`config.mk`:
```
export PLATFORM = sky130hd
export DESIGN_NAME = adaptive_batch_size_governor_flat
export DESIGN_NICKNAME = d
export VERILOG_FILES = /design/src/absg_pkg.sv /design/src/absg_req_if.sv /design/src/absg_rsp_if.sv /design/src/adaptive_batch_size_governor.sv /design/src/absg_csr.sv /design/src/absg_ctrl.sv /design/src/absg_dp.sv /design/src/flat_wrapper.sv
export SDC_FILE = /design/constraint.sdc
export NUM_CORES = 2
export LEC_CHECK = 0
export ABC_AREA = 1
export BUFFER_PORTS_ARGS = -buffer_cell sky130_fd_sc_hd__buf_4
export CORE_MARGIN = 2
export CORE_UTILIZATION = 60
export DETAILED_ROUTE_END_ITERATION = 10
export PLACE_DENSITY_LB_ADDON = 0.25
export SLEW_MARGIN = 10
export SYNTH_ARGS = -nofsm -noshare
export SYNTH_HDL_FRONTEND = slang
export SYNTH_SLANG_ARGS = --single-unit
```
`constraint.sdc`:
```
create_clock -name clock -period 36.5 [get_ports clock]
set_input_delay 10.95 -clock clock [delete_from_list [all_inputs] [get_ports clock]]
set_output_delay 10.95 -clock clock [all_outputs]
set_load 0.05 [all_outputs]
```
`src/absg_pkg.sv`:
```
`timescale 1ns / 1ps

package absg_pkg;

   localparam int unsigned SizeW     = 19;
   localparam int unsigned TargetW   = 24;
   localparam int unsigned WordW     = 32;
   localparam int unsigned NumW      = SizeW + TargetW;
   localparam int unsigned DividendW = NumW + 2;
   localparam int unsigned DivisorW  = WordW + 1;
   localparam int unsigned CountW    = $clog2(DividendW);
   localparam int unsigned AddrW     = 4;

   localparam logic [SizeW-1:0]   SizeCeiling   = 19'd262144;
   localparam logic [WordW-1:0]   MinElapsedUs  = 32'd10;
   localparam logic [TargetW-1:0] TargetReset   = 24'd250000;
   localparam logic [SizeW-1:0]   InitialReset  = 19'd64;
   localparam logic [SizeW-1:0]   MaxReset      = 19'd262144;
   localparam logic [CountW-1:0]  DivLastCount  = CountW'(DividendW - 1);

   localparam logic [1:0] RegTarget  = 2'd0;
   localparam logic [1:0] RegInitial = 2'd1;
   localparam logic [1:0] RegMax     = 2'd2;

   typedef enum logic [2:0] {
      ST_IDLE,
      ST_MUL,
      ST_DIV_LOAD,
      ST_DIV,
      ST_CLAMP,
      ST_DONE
   } absg_state_type;

   typedef struct packed {
      logic load;
      logic mul;
      logic div_start;
      logic div_step;
      logic clamp;
      logic commit;
   } absg_cmd_type;

   typedef struct packed {
      logic recompute;
      logic div_last;
      logic out_free;
   } absg_sts_type;

   typedef struct packed {
      logic [TargetW-1:0] target_batch_us;
      logic [SizeW-1:0]   initial_batch;
      logic [SizeW-1:0]   max_batch;
   } absg_cfg_type;

endpackage

```
`src/absg_req_if.sv`:
```
`timescale 1ns / 1ps

interface absg_req_if;
   logic        valid;
   logic        ready;
   logic        func;
   logic        scene_active;
   logic signed [absg_pkg::WordW-1:0] completed_tick;
   logic [absg_pkg::WordW-1:0]        elapsed_us;

   modport source (output valid, func, scene_active, completed_tick, elapsed_us,
                   input ready);
   modport sink (input valid, func, scene_active, completed_tick, elapsed_us,
                 output ready);
endinterface

```
`src/absg_rsp_if.sv`:
```
`timescale 1ns / 1ps

interface absg_rsp_if;
   logic                        valid;
   logic                        ready;
   logic [absg_pkg::SizeW-1:0]  batch_to_run;
   logic                        restore_stock;
   logic [absg_pkg::SizeW-1:0]  steps_done;
   logic                        batch_updated;
   logic [absg_pkg::SizeW-1:0]  next_batch;

   modport source (output valid, batch_to_run, restore_stock, steps_done, batch_updated,
                   next_batch, input ready);
   modport sink (input valid, batch_to_run, restore_stock, steps_done, batch_updated,
                 next_batch, output ready);
endinterface

```
`src/adaptive_batch_size_governor.sv`:
```
`timescale 1ns / 1ps

// adaptive batch size governor
// req_chan carries one event word: func 0 prepares a batch (scene_active 1 arms
// it, 0 leaves active mode), func 1 reports a finished batch with its last
// completed tick and elapsed microseconds.
// rsp_chan returns exactly one result word for every event word, in order.
// csr_* is an APB-style port: target_batch_us at 0x0, initial_batch at 0x4,
// max_batch at 0x8; pready is always high, reads return the register.
// a prepare, or a finish that does not rescale, is loaded into the output
// register after the multiply state; a finish that rescales also passes a
// 45-bit bit-serial divide of 45 steps and the clamp stage; the next word is
// taken in the cycle after the result is loaded.
// one event word is in flight at a time; a new one is taken once the previous
// result sits in the output register, even if the receiver has not taken it.
// if the receiver stalls, the result holds in the output register and the
// next word waits in the datapath until the register frees.
// reset returns the registers to their defaults, the batch size to 64 and
// clears the armed sample and active mode; no word is taken during reset.

module adaptive_batch_size_governor (
   input  logic                        clock,
   input  logic                        reset,
   absg_req_if.sink                    req_chan,
   absg_rsp_if.source                  rsp_chan,
   input  logic                        csr_psel,
   input  logic                        csr_penable,
   input  logic                        csr_pwrite,
   input  logic [absg_pkg::AddrW-1:0]  csr_paddr,
   input  logic [absg_pkg::WordW-1:0]  csr_pwdata,
   output logic [absg_pkg::WordW-1:0]  csr_prdata,
   output logic                        csr_pready
);

   absg_pkg::absg_cfg_type cfg;
   absg_pkg::absg_cmd_type cmd;
   absg_pkg::absg_sts_type sts;

   absg_csr u_csr (
      .clock       (clock),
      .reset       (reset),
      .csr_psel    (csr_psel),
      .csr_penable (csr_penable),
      .csr_pwrite  (csr_pwrite),
      .csr_paddr   (csr_paddr),
      .csr_pwdata  (csr_pwdata),
      .csr_prdata  (csr_prdata),
      .csr_pready  (csr_pready),
      .cfg         (cfg)
   );

   absg_ctrl u_ctrl (
      .clock     (clock),
      .reset     (reset),
      .req_valid (req_chan.valid),
      .req_ready (req_chan.ready),
      .sts       (sts),
      .cmd       (cmd)
   );

   absg_dp u_dp (
      .clock             (clock),
      .reset             (reset),
      .cfg               (cfg),
      .cmd               (cmd),
      .sts               (sts),
      .in_func           (req_chan.func),
      .in_scene_active   (req_chan.scene_active),
      .in_completed_tick (req_chan.completed_tick),
      .in_elapsed_us     (req_chan.elapsed_us),
      .out_ready         (rsp_chan.ready),
      .out_valid         (rsp_chan.valid),
      .out_batch_to_run  (rsp_chan.batch_to_run),
      .out_restore_stock (rsp_chan.restore_stock),
      .out_steps_done    (rsp_chan.steps_done),
      .out_batch_updated (rsp_chan.batch_updated),
      .out_next_batch    (rsp_chan.next_batch)
   );

endmodule

```
`src/absg_csr.sv`:
```
`timescale 1ns / 1ps

module absg_csr (
   input  logic                        clock,
   input  logic                        reset,
   input  logic                        csr_psel,
   input  logic                        csr_penable,
   input  logic                        csr_pwrite,
   input  logic [absg_pkg::AddrW-1:0]  csr_paddr,
   input  logic [absg_pkg::WordW-1:0]  csr_pwdata,
   output logic [absg_pkg::WordW-1:0]  csr_prdata,
   output logic                        csr_pready,
   output absg_pkg::absg_cfg_type      cfg
);

   logic [absg_pkg::TargetW-1:0] target_ff;
   logic [absg_pkg::SizeW-1:0]   initial_ff;
   logic [absg_pkg::SizeW-1:0]   max_ff;
   logic                         wr_en;

   assign csr_pready = 1'b1;
   assign wr_en      = csr_psel && csr_penable && csr_pwrite && csr_pready;

   always_ff @(posedge clock) begin
      if (reset) begin
         target_ff  <= absg_pkg::TargetReset;
         initial_ff <= absg_pkg::InitialReset;
         max_ff     <= absg_pkg::MaxReset;
      end else if (wr_en) begin
         case (csr_paddr[3:2])
            absg_pkg::RegTarget:  target_ff  <= csr_pwdata[absg_pkg::TargetW-1:0];
            absg_pkg::RegInitial: initial_ff <= csr_pwdata[absg_pkg::SizeW-1:0];
            absg_pkg::RegMax:     max_ff     <= csr_pwdata[absg_pkg::SizeW-1:0];
            default: ;
         endcase
      end
   end

   always_comb begin
      case (csr_paddr[3:2])
         absg_pkg::RegTarget:  csr_prdata = {8'd0, target_ff};
         absg_pkg::RegInitial: csr_prdata = {13'd0, initial_ff};
         absg_pkg::RegMax:     csr_prdata = {13'd0, max_ff};
         default:              csr_prdata = '0;
      endcase
   end

   assign cfg.target_batch_us = target_ff;
   assign cfg.initial_batch   = initial_ff;
   assign cfg.max_batch       = max_ff;

endmodule

```
`src/absg_ctrl.sv`:
```
`timescale 1ns / 1ps

module absg_ctrl (
   input  logic                    clock,
   input  logic                    reset,
   input  logic                    req_valid,
   output logic                    req_ready,
   input  absg_pkg::absg_sts_type  sts,
   output absg_pkg::absg_cmd_type  cmd
);

   absg_pkg::absg_state_type state_ff, state_in;

   always_ff @(posedge clock) begin
      if (reset) begin
         state_ff <= absg_pkg::ST_IDLE;
      end else begin
         state_ff <= state_in;
      end
   end

   always_comb begin
      state_in = state_ff;
      case (state_ff)
         absg_pkg::ST_IDLE: begin
            if (req_valid) state_in = absg_pkg::ST_MUL;
         end
         absg_pkg::ST_MUL: begin
            state_in = sts.recompute ? absg_pkg::ST_DIV_LOAD : absg_pkg::ST_DONE;
         end
         absg_pkg::ST_DIV_LOAD: state_in = absg_pkg::ST_DIV;
         absg_pkg::ST_DIV: begin
            if (sts.div_last) state_in = absg_pkg::ST_CLAMP;
         end
         absg_pkg::ST_CLAMP: state_in = absg_pkg::ST_DONE;
         absg_pkg::ST_DONE: begin
            if (sts.out_free) state_in = absg_pkg::ST_IDLE;
         end
         default: state_in = absg_pkg::ST_IDLE;
      endcase
   end

   always_comb begin
      cmd       = '0;
      req_ready = 1'b0;
      case (state_ff)
         absg_pkg::ST_IDLE: begin
            req_ready = !reset;
            cmd.load  = req_valid && !reset;
         end
         absg_pkg::ST_MUL:      cmd.mul       = 1'b1;
         absg_pkg::ST_DIV_LOAD: cmd.div_start = 1'b1;
         absg_pkg::ST_DIV:      cmd.div_step  = 1'b1;
         absg_pkg::ST_CLAMP:    cmd.clamp     = 1'b1;
         absg_pkg::ST_DONE:     cmd.commit    = sts.out_free;
         default: ;
      endcase
   end

endmodule

```
`src/absg_dp.sv`:
```
`timescale 1ns / 1ps

module absg_dp (
   input  logic                               clock,
   input  logic                               reset,
   input  absg_pkg::absg_cfg_type             cfg,
   input  absg_pkg::absg_cmd_type             cmd,
   output absg_pkg::absg_sts_type             sts,
   input  logic                               in_func,
   input  logic                               in_scene_active,
   input  logic signed [absg_pkg::WordW-1:0]  in_completed_tick,
   input  logic [absg_pkg::WordW-1:0]         in_elapsed_us,
   input  logic                               out_ready,
   output logic                               out_valid,
   output logic [absg_pkg::SizeW-1:0]         out_batch_to_run,
   output logic                               out_restore_stock,
   output logic [absg_pkg::SizeW-1:0]         out_steps_done,
   output logic                               out_batch_updated,
   output logic [absg_pkg::SizeW-1:0]         out_next_batch
);

   localparam int unsigned SizeW = absg_pkg::SizeW;
   localparam int unsigned WordW = absg_pkg::WordW;
   localparam int unsigned DvdW  = absg_pkg::DividendW;
   localparam int unsigned DvsW  = absg_pkg::DivisorW;
   localparam int unsigned NumW  = absg_pkg::NumW;
   localparam int unsigned CntW  = absg_pkg::CountW;

   // latched word
   logic                    func_ff, scene_ff;
   logic signed [WordW-1:0] tick_ff;
   logic [WordW-1:0]        elapsed_ff;

   // governor state
   logic [SizeW-1:0] batch_ff, batch_in;
   logic [SizeW-1:0] prepared_ff, prepared_in;
   logic             armed_ff, armed_in;
   logic             active_ff, active_in;

   // arithmetic
   logic [absg_pkg::NumW-1:0]   num_ff;
   logic [DvdW-1:0]             quo_ff;
   logic [DvsW-1:0]             rem_ff;
   logic [absg_pkg::CountW-1:0] cnt_ff;
   logic [SizeW-1:0]            new_size_ff;

   // result register
   logic             rsp_valid_ff;
   logic [SizeW-1:0] run_ff, steps_ff, next_ff;
   logic             restore_ff, updated_ff;

   logic [SizeW-1:0] eff_max, eff_init;
   logic [WordW-1:0] e_clamped;
   logic [DvsW-1:0]  divisor;
   logic [DvsW:0]    rem_sh;
   logic             rem_ge;
   logic [WordW:0]   tick_p1;
   logic [SizeW-1:0] steps;
   logic             out_free;
   logic [DvdW-1:0]  cand;
   logic [16:0]      lo;
   logic [20:0]      hi;
   logic [SizeW-1:0] cand_sz, diff;
   logic [22:0]      diff_x20;
   logic [SizeW-1:0] clamp_size;
   logic [SizeW-1:0] run_in, steps_in;
   logic             restore_in, updated_in;

   always_comb begin
      eff_max = cfg.max_batch;
      if (eff_max == '0) eff_max = SizeW'(1);
      if (eff_max > absg_pkg::SizeCeiling) eff_max = absg_pkg::SizeCeiling;
      eff_init = cfg.initial_batch;
      if (eff_init == '0) eff_init = SizeW'(1);
      if (eff_init > eff_max) eff_init = eff_max;
   end

   assign e_clamped = (elapsed_ff < absg_pkg::MinElapsedUs) ? absg_pkg::MinElapsedUs
                                                            : elapsed_ff;
   assign divisor   = {e_clamped, 1'b0};

   always_comb begin
      tick_p1 = (WordW+1)'(1) + {tick_ff[WordW-1], tick_ff};
      if (tick_p1[WordW]) begin
         steps = '0;
      end else if (tick_p1[WordW-1:0] > {13'd0, prepared_ff}) begin
         steps = prepared_ff;
      end else begin
         steps = tick_p1[SizeW-1:0];
      end
   end

   assign sts.recompute = func_ff && armed_ff && (steps == prepared_ff) && (elapsed_ff != '0);
   assign sts.div_last  = (cnt_ff == absg_pkg::DivLastCount);
   assign out_free      = !rsp_valid_ff || out_ready;
   assign sts.out_free  = out_free;

   assign rem_sh = {rem_ff, quo_ff[DvdW-1]};
   assign rem_ge = rem_sh >= {1'b0, divisor};

   // clamp to quarter / four times, then to 1..max; keep the prepared size if the change is small
   always_comb begin
      lo = prepared_ff[SizeW-1:2];
      if (lo == '0) lo = 17'd1;
      hi = {prepared_ff, 2'b00};
      if (hi > {2'd0, eff_max}) hi = {2'd0, eff_max};
      cand = quo_ff;
      if (cand < DvdW'(lo)) cand = DvdW'(lo);
      if (cand > DvdW'(hi)) cand = DvdW'(hi);
      if (cand == '0) cand = DvdW'(1);
      if (cand > DvdW'(eff_max)) cand = DvdW'(eff_max);
      cand_sz  = cand[SizeW-1:0];
      diff     = (cand_sz > prepared_ff) ? cand_sz - prepared_ff : prepared_ff - cand_sz;
      diff_x20 = 23'd20 * (23'(diff) + 23'd1);
      if ((diff == '0) || (diff_x20 <= 23'(prepared_ff))) begin
         clamp_size = prepared_ff;
      end else begin
         clamp_size = cand_sz;
      end
   end

   always_comb begin
      batch_in    = batch_ff;
      prepared_in = prepared_ff;
      armed_in    = armed_ff;
      active_in   = active_ff;
      run_in      = '0;
      restore_in  = 1'b0;
      steps_in    = '0;
      updated_in  = 1'b0;
      if (!func_ff) begin
         if (!scene_ff) begin
            armed_in = 1'b0;
            if (active_ff) begin
               active_in   = 1'b0;
               batch_in    = eff_init;
               prepared_in = '0;
               restore_in  = 1'b1;
            end
         end else begin
            active_in   = 1'b1;
            prepared_in = batch_ff;
            armed_in    = 1'b1;
            run_in      = batch_ff;
         end
      end else if (armed_ff) begin
         armed_in = 1'b0;
         steps_in = steps;
         if (sts.recompute) begin
            batch_in   = new_size_ff;
            updated_in = 1'b1;
         end
      end
   end

   always_ff @(posedge clock) begin
      if (cmd.load) begin
         func_ff    <= in_func;
         scene_ff   <= in_scene_active;
         tick_ff    <= in_completed_tick;
         elapsed_ff <= in_elapsed_us;
      end
      if (cmd.mul) begin
         num_ff <= NumW'(prepared_ff) * NumW'(cfg.target_batch_us);
      end
      if (cmd.div_start) begin
         quo_ff <= DvdW'({num_ff, 1'b0}) + DvdW'(e_clamped);
         rem_ff <= '0;
         cnt_ff <= '0;
      end else if (cmd.div_step) begin
         rem_ff <= rem_ge ? DvsW'(rem_sh - {1'b0, divisor}) : rem_sh[DvsW-1:0];
         quo_ff <= {quo_ff[DvdW-2:0], rem_ge};
         cnt_ff <= cnt_ff + CntW'(1);
      end
      if (cmd.clamp) begin
         new_size_ff <= clamp_size;
      end
      if (cmd.commit) begin
         run_ff     <= run_in;
         restore_ff <= restore_in;
         steps_ff   <= steps_in;
         updated_ff <= updated_in;
         next_ff    <= batch_in;
      end
   end

   always_ff @(posedge clock) begin
      if (reset) begin
         batch_ff     <= absg_pkg::InitialReset;
         prepared_ff  <= '0;
         armed_ff     <= 1'b0;
         active_ff    <= 1'b0;
         rsp_valid_ff <= 1'b0;
      end else begin
         if (cmd.commit) begin
            batch_ff    <= batch_in;
            prepared_ff <= prepared_in;
            armed_ff    <= armed_in;
            active_ff   <= active_in;
         end
         if (cmd.commit) begin
            rsp_valid_ff <= 1'b1;
         end else if (out_ready) begin
            rsp_valid_ff <= 1'b0;
         end
      end
   end

   assign out_valid         = rsp_valid_ff;
   assign out_batch_to_run  = run_ff;
   assign out_restore_stock = restore_ff;
   assign out_steps_done    = steps_ff;
   assign out_batch_updated = updated_ff;
   assign out_next_batch    = next_ff;

endmodule
```
`src/flat_wrapper.sv`:
```
// flat-port wrapper written by rule: the top's interface ports become plain ports
module adaptive_batch_size_governor_flat 
  (clock, reset, csr_psel, csr_penable, csr_pwrite, csr_paddr, csr_pwdata, csr_prdata, csr_pready, req_chan_valid, req_chan_func, req_chan_scene_active, req_chan_completed_tick, req_chan_elapsed_us, req_chan_ready, rsp_chan_valid, rsp_chan_batch_to_run, rsp_chan_restore_stock, rsp_chan_steps_done, rsp_chan_batch_updated, rsp_chan_next_batch, rsp_chan_ready);
  absg_req_if req_chan_i ();
  absg_rsp_if rsp_chan_i ();
  input  logic clock;
  input  logic reset;
  input  logic csr_psel;
  input  logic csr_penable;
  input  logic csr_pwrite;
  input  logic [absg_pkg::AddrW-1:0] csr_paddr;
  input  logic [absg_pkg::WordW-1:0] csr_pwdata;
  output logic [absg_pkg::WordW-1:0] csr_prdata;
  output logic csr_pready;
  input wire logic [$bits(req_chan_i.valid)-1:0] req_chan_valid;
  input wire logic [$bits(req_chan_i.func)-1:0] req_chan_func;
  input wire logic [$bits(req_chan_i.scene_active)-1:0] req_chan_scene_active;
  input wire logic [$bits(req_chan_i.completed_tick)-1:0] req_chan_completed_tick;
  input wire logic [$bits(req_chan_i.elapsed_us)-1:0] req_chan_elapsed_us;
  output wire logic [$bits(req_chan_i.ready)-1:0] req_chan_ready;
  output wire logic [$bits(rsp_chan_i.valid)-1:0] rsp_chan_valid;
  output wire logic [$bits(rsp_chan_i.batch_to_run)-1:0] rsp_chan_batch_to_run;
  output wire logic [$bits(rsp_chan_i.restore_stock)-1:0] rsp_chan_restore_stock;
  output wire logic [$bits(rsp_chan_i.steps_done)-1:0] rsp_chan_steps_done;
  output wire logic [$bits(rsp_chan_i.batch_updated)-1:0] rsp_chan_batch_updated;
  output wire logic [$bits(rsp_chan_i.next_batch)-1:0] rsp_chan_next_batch;
  input wire logic [$bits(rsp_chan_i.ready)-1:0] rsp_chan_ready;
  assign req_chan_i.valid = req_chan_valid;
  assign req_chan_i.func = req_chan_func;
  assign req_chan_i.scene_active = req_chan_scene_active;
  assign req_chan_i.completed_tick = req_chan_completed_tick;
  assign req_chan_i.elapsed_us = req_chan_elapsed_us;
  assign req_chan_ready = req_chan_i.ready;
  assign rsp_chan_valid = rsp_chan_i.valid;
  assign rsp_chan_batch_to_run = rsp_chan_i.batch_to_run;
  assign rsp_chan_restore_stock = rsp_chan_i.restore_stock;
  assign rsp_chan_steps_done = rsp_chan_i.steps_done;
  assign rsp_chan_batch_updated = rsp_chan_i.batch_updated;
  assign rsp_chan_next_batch = rsp_chan_i.next_batch;
  assign rsp_chan_i.ready = rsp_chan_ready;
  adaptive_batch_size_governor u_core (.clock(clock), .reset(reset), .req_chan(req_chan_i), .rsp_chan(rsp_chan_i), .csr_psel(csr_psel), .csr_penable(csr_penable), .csr_pwrite(csr_pwrite), .csr_paddr(csr_paddr), .csr_pwdata(csr_pwdata), .csr_prdata(csr_prdata), .csr_pready(csr_pready));
endmodule
```
Yosys cells after proc, flatten, opt, wreduce, memory -nomap -nowiden. Cells that the tools add are included.

Multiply operators: 2. Reductions and logical operators: 30. Order comparisons: 11. Eq/ne operators: 12. Add/subtract/negate cells: 7. Mux-type cells: 44. Bitwise operators: 2.

Operator list (count): 2-to-1 mux 19 bit (16); 2-to-1 mux 45 bit (5); case mux 24 bit (3 select lines) (1); zero test 19 bit (3); adder 44 x 32 -> 45 bit (1); > comparator 45 x 19 -> 1 bit (1); > comparator 45 x 21 -> 1 bit (1); zero test 45 bit (1); < comparator 45 x 17 -> 1 bit (1); multiplier 19 x 24 -> 43 bit (1); > comparator 19 bit (2); subtractor 19 bit (2); greater-or-equal comparator 34 x 33 -> 1 bit (1); adder 2 x 32 -> 33 bit, first input constant (1); 2-to-1 mux 33 bit (1); subtractor 33 bit (1); > comparator 32 x 19 -> 1 bit (1); < comparator 32 x 4 -> 1 bit, second input constant (1); 2-to-1 mux 32 bit (1); nonzero test 32 bit (1); less-or-equal comparator 23 x 19 -> 1 bit (1); > comparator 21 x 19 -> 1 bit (1); multiplier 3 x 20 -> 21 bit, first input constant (1); 2-to-1 mux 21 bit (1); other kinds (27) (61).

Bits of input ports: 109. Bits in registers: 377. Output and inout bits: 94. Word-level logic and storage cells: 131.

Longest topological paths before layout.
Depth in word-level cells: 19. Mapped depth: 101. Gate-level depth less buffers: 94.

Modules after synthesis. A second synthesis with hierarchy kept.

Cells, all modules: 5775. Area total of the unflattened synthesis: 43399.1 um^2.

Modules (own cells, without submodules): absg_dp (instances 1, cells each 5270, area an instance 40149.8 um^2); absg_csr (instances 1, cells each 463, area an instance 3022.9 um^2); absg_ctrl (instances 1, cells each 42, area an instance 226.5 um^2).

Worst setup path after synthesis. No wires, ideal clock.

Path type: input to output. From: input csr_paddr[3] (netlist name). To: output csr_prdata[10] (netlist name). Stages: 6. Setup slack: 13.210 ns. Required time: 25.550 ns. Arrival: 12.340 ns. Cell sequence: inv_1 nor2_1 inv_1 clkbuf_1 clkbuf_1 o221ai_1.

Longest elaborated chain between the ends: 2.

RTL lines: start, declared (line flat_wrapper.sv:11) `input logic [absg_pkg::AddrW-1:0] csr_paddr;`; equality test 2 bit (tied with other cells) (line absg_csr.sv:40) `case (csr_paddr[3:2])`; case mux 24 bit (3 select lines) * (line absg_csr.sv:40); end, declared (line flat_wrapper.sv:13) `output logic [absg_pkg::WordW-1:0] csr_prdata;`.

Every way passes the cells marked *; elsewhere a longest branch is shown, timed or not.

Worst setup path in the final report.
From: input csr_paddr[3] (netlist name). To: output csr_prdata[22] (netlist name).

The elaborated chain is that of the path after synthesis.

==> results.sh <==
export IMPL_syn_cell_area_sq_um=42700
export IMPL_gp_congestion=0.955
export IMPL_crit_required_ns=25.55
export IMPL_worst_path_max_delay_cell="nor2_2"
export IMPL_n_fill_cell=6195
export IMPL_first_pass_grt_wire_length_mm=200
export IMPL_syn_instance_count=5682
export IMPL_io_buffers=183
export IMPL_drt_wirelength_per_cell_um=18.9
export IMPL_holdCritPathClass="reg -> reg"
export IMPL_worst_setup_hold_path_clk_slew_ns=0.06
export IMPL_yosys_warnings=0
export IMPL_instances_no_fill=6665
export IMPL_worst_setup_path_type="in -> out"
export IMPL_syn_avg_cell_area_sq_um=7.51
export IMPL_p_leak_nw=23.7
export IMPL_grt_start_max_net_pins=80
export IMPL_multi_input_area_sq_um=27700
export IMPL_drv_cap=0
export IMPL_unrepaired_setup_endpoints_after_global_routing="no"
export IMPL_worstPathArrival_ns=12.59
export IMPL_cts_tree="built"
export IMPL_tritoncts_sink_count=377
export IMPL_floorplan_die_height_um=271
export IMPL_worstPathCellList="buf_4 -> nor2_2 -> inv_1 -> nor2_1 -> buf_4"
export IMPL_ys_dominant_reg_cell="edfxtp_1"
export IMPL_skew_ns=0.0344
export IMPL_grt_antenna_before_repair=0
export IMPL_post_route_drc_count=0
export IMPL_antenna_left=0
export IMPL_slew_viol_final=0
export IMPL_areaGrowthSynthToFinish_pct=7.52
export IMPL_rows=97
export IMPL_ys_seq_area_share_pct=23.1
export IMPL_p_clk_share_pct=27.8
export IMPL_global_route_overflow_total=0
export IMPL_number_of_flops_mapped_to_enable_cells_by_yosys=232
export IMPL_synth_lib_cells_used_distinct=62
export IMPL_p_switching_uw=593
export IMPL_yosys_register_bits=377
export IMPL_clock_root_buffer="clkbuf_16"
export IMPL_critPathMostFrequentCell="buf_4"
export IMPL_slew_headroom_pct=18.0
export IMPL_antenna_diode_count=0
export IMPL_place_detailed_instances=6590
export IMPL_max_clock_freq_mhz=42.5
export IMPL_post_layout_total_power_mw=1.54
export IMPL_finalSetupViolations=0
export IMPL_fraction_of_registers_with_async_set_reset_pct=0
export IMPL_core_sq_um=70300
export IMPL_cts_buffer_depth=3
export IMPL_synthTopCellsByArea="fa_1, edfxtp_1, nand2_1, ha_1, inv_1"
export IMPL_yosys_area_top_type="fa_1"
export IMPL_period_share_pct=64.5
export IMPL_maximum_vdd_drop_mv=0.0622
export IMPL_power_sequential_fraction_pct=31.5
export IMPL_start_util_pct=60.8
export IMPL_sw_frac_of_total_pct=38.4
export IMPL_drt_first_pass_iters=6
export IMPL_regArea_sq_um=9870
export IMPL_avgViaCountPerCell=5.74
export IMPL_cts_setup_buffers=0
export IMPL_power_per_cell_area_nw_per_um2=33.6
export IMPL_crit_path_max_fanout=20
export IMPL_dp_final_hpwl_mm=94.6
export IMPL_htree_num_levels=2
export IMPL_synth_most_common_cell="nand2_1"
export IMPL_clk_insertion_delay_late_ns=0.59
export IMPL_finalNetCount=6577
export IMPL_final_hold_viol_count=0
export IMPL_timing_worst_slew_pin_value_ns=1.23
export IMPL_final_core_util_pct=65.3
export IMPL_hold_buf_cts=0
export IMPL_setup_worst_path_start_class="input port"
export IMPL_run_status="complete, no violations"
export IMPL_pin_count=203
export IMPL_layout_min_cycle_time_ns=23.54
export IMPL_combinationalPowerShare_pct=40.7
export IMPL_finalWirelength_mm=126
export IMPL_iter_0_drt_violations=3699
export IMPL_cp_slowest_stage_delay_ns=0.66
export IMPL_numCtsBuffers=42
export IMPL_crit_path_end_kind="primary output"
export IMPL_floorplan_die_width_um=271
export IMPL_drive_gt1_share_pct=6.27
export IMPL_vias=38200
export IMPL_ctsResizeCount=0
export IMPL_vias_in_the_first_global_route=37400
export IMPL_post_synth_most_frequent_cells="nand2_1, inv_1, ha_1"
export IMPL_yosys_top_cell_area_share_pct=17.7
export IMPL_dieArea_sq_um=73300
export IMPL_cell_internal_pwr_uw=950
export IMPL_globalRouteTotalUtil_pct=34.4
export IMPL_tns_ns=0
placed cells by master, fill, tap and decap left out, drive strengths merged, types with 15 or more instances in the layout:
cell and instances:
nand2 1391, inv 1062, ha 396, fa 378
nor2 372, o21ai 357, a21oi 348, buf 238
edfxtp 232, nand3 193, dfxtp 145, xor2 113
nand4 90, clkbuf 54, xnor2 52, nor3 39
o221ai 27, nor4 25, o21bai 21, a31oi 19
o211ai 18, clkinv 17, or2 16, a211oi 16
o21a 15
per-layer routing:
layer	up-vias	part of all wire, %	global-route usage (%)
met5	-	0	0
met4	0	4.7	14.9
met3	395	8.0	5.26
met2	1686	48	58.8
met1	18100	39	43.3
li1	18000	-	-
final timing paths:
kind                                 start                     endpoint  slack [ns]  cells after the start
setup reg to reg   u_core.u_csr.max_ff[18]  u_core.u_dp.new_size_ff[18]       17.72                     87
hold reg to reg   u_core.u_dp.batch_ff[11]  u_core.u_dp.prepared_ff[11]        0.47                      2
setup / recovery              csr_paddr[3]               csr_prdata[22]       12.96                      5
hold / removal    u_core.u_dp.batch_ff[11]  u_core.u_dp.prepared_ff[11]        0.47                      2
flip-flops by register name, indices dropped and copies added (netlist names), 24 cells and up:
name                    count
u_core.u_dp.num_ff         43
u_core.u_csr.target_ff     24
u_core.u_dp.tick_ff        32
u_core.u_dp.elapsed_ff     32
u_core.u_dp.rem_ff         33
u_core.u_dp.quo_ff         45
worst max-delay path: cells and delay by family:
kind,cells,cell delay (ns)
buffers and inverters,3,0.75
AND/OR/NAND/NOR,2,0.87
area by class of cell:
type                    instances  area share, %
clock buffers                  54           2.50
clock inverters                21          0.474
flip-flops and latches        377           21.5
well taps                     940           2.56
repair buffers                238           3.89
inverters                    1062           8.68
multi-input cells            3973           60.4
power by group through the flow:
| stage | clock (mW) | sequential (mW) | combinational [mW] |
|---|---|---|---|
| floorplan | 0 | 0.492 | 0.479 |
| global placement | 0 | 0.494 | 0.598 |
| detailed placement | 0 | 0.494 | 0.616 |
| CTS | 0.434 | 0.485 | 0.620 |
| global route | 0.451 | 0.487 | 0.716 |
| finish | 0.429 | 0.485 | 0.629 |
cell families after synthesis:
| family | after synthesis | share of synthesized area [%] |
|---|---|---|
| XOR/XNOR | 165 | 3.38 |
| AND/OR/NAND/NOR | 2149 | 20.7 |
| adder cells (fa/ha/maj) | 774 | 29.3 |
| flip-flops | 377 | 23.1 |
| other | 2 | 0.0176 |
| buffers and inverters | 1341 | 12.1 |
| AO/OA/AOI/OAI | 874 | 11.3 |
per-stage QoR:
step	worst slack [ns]	area [sq um]	hold slack (ns)
finish	12.96	45900	0.465
global route	12.89	45900	0.489
CTS	12.57	45900	0.469
detailed placement	12.58	44500	0.458
global placement	12.65	44500	0.451
floorplan	13.21	42700	0.443
Note: power is estimated with default switching activity, not from simulation.
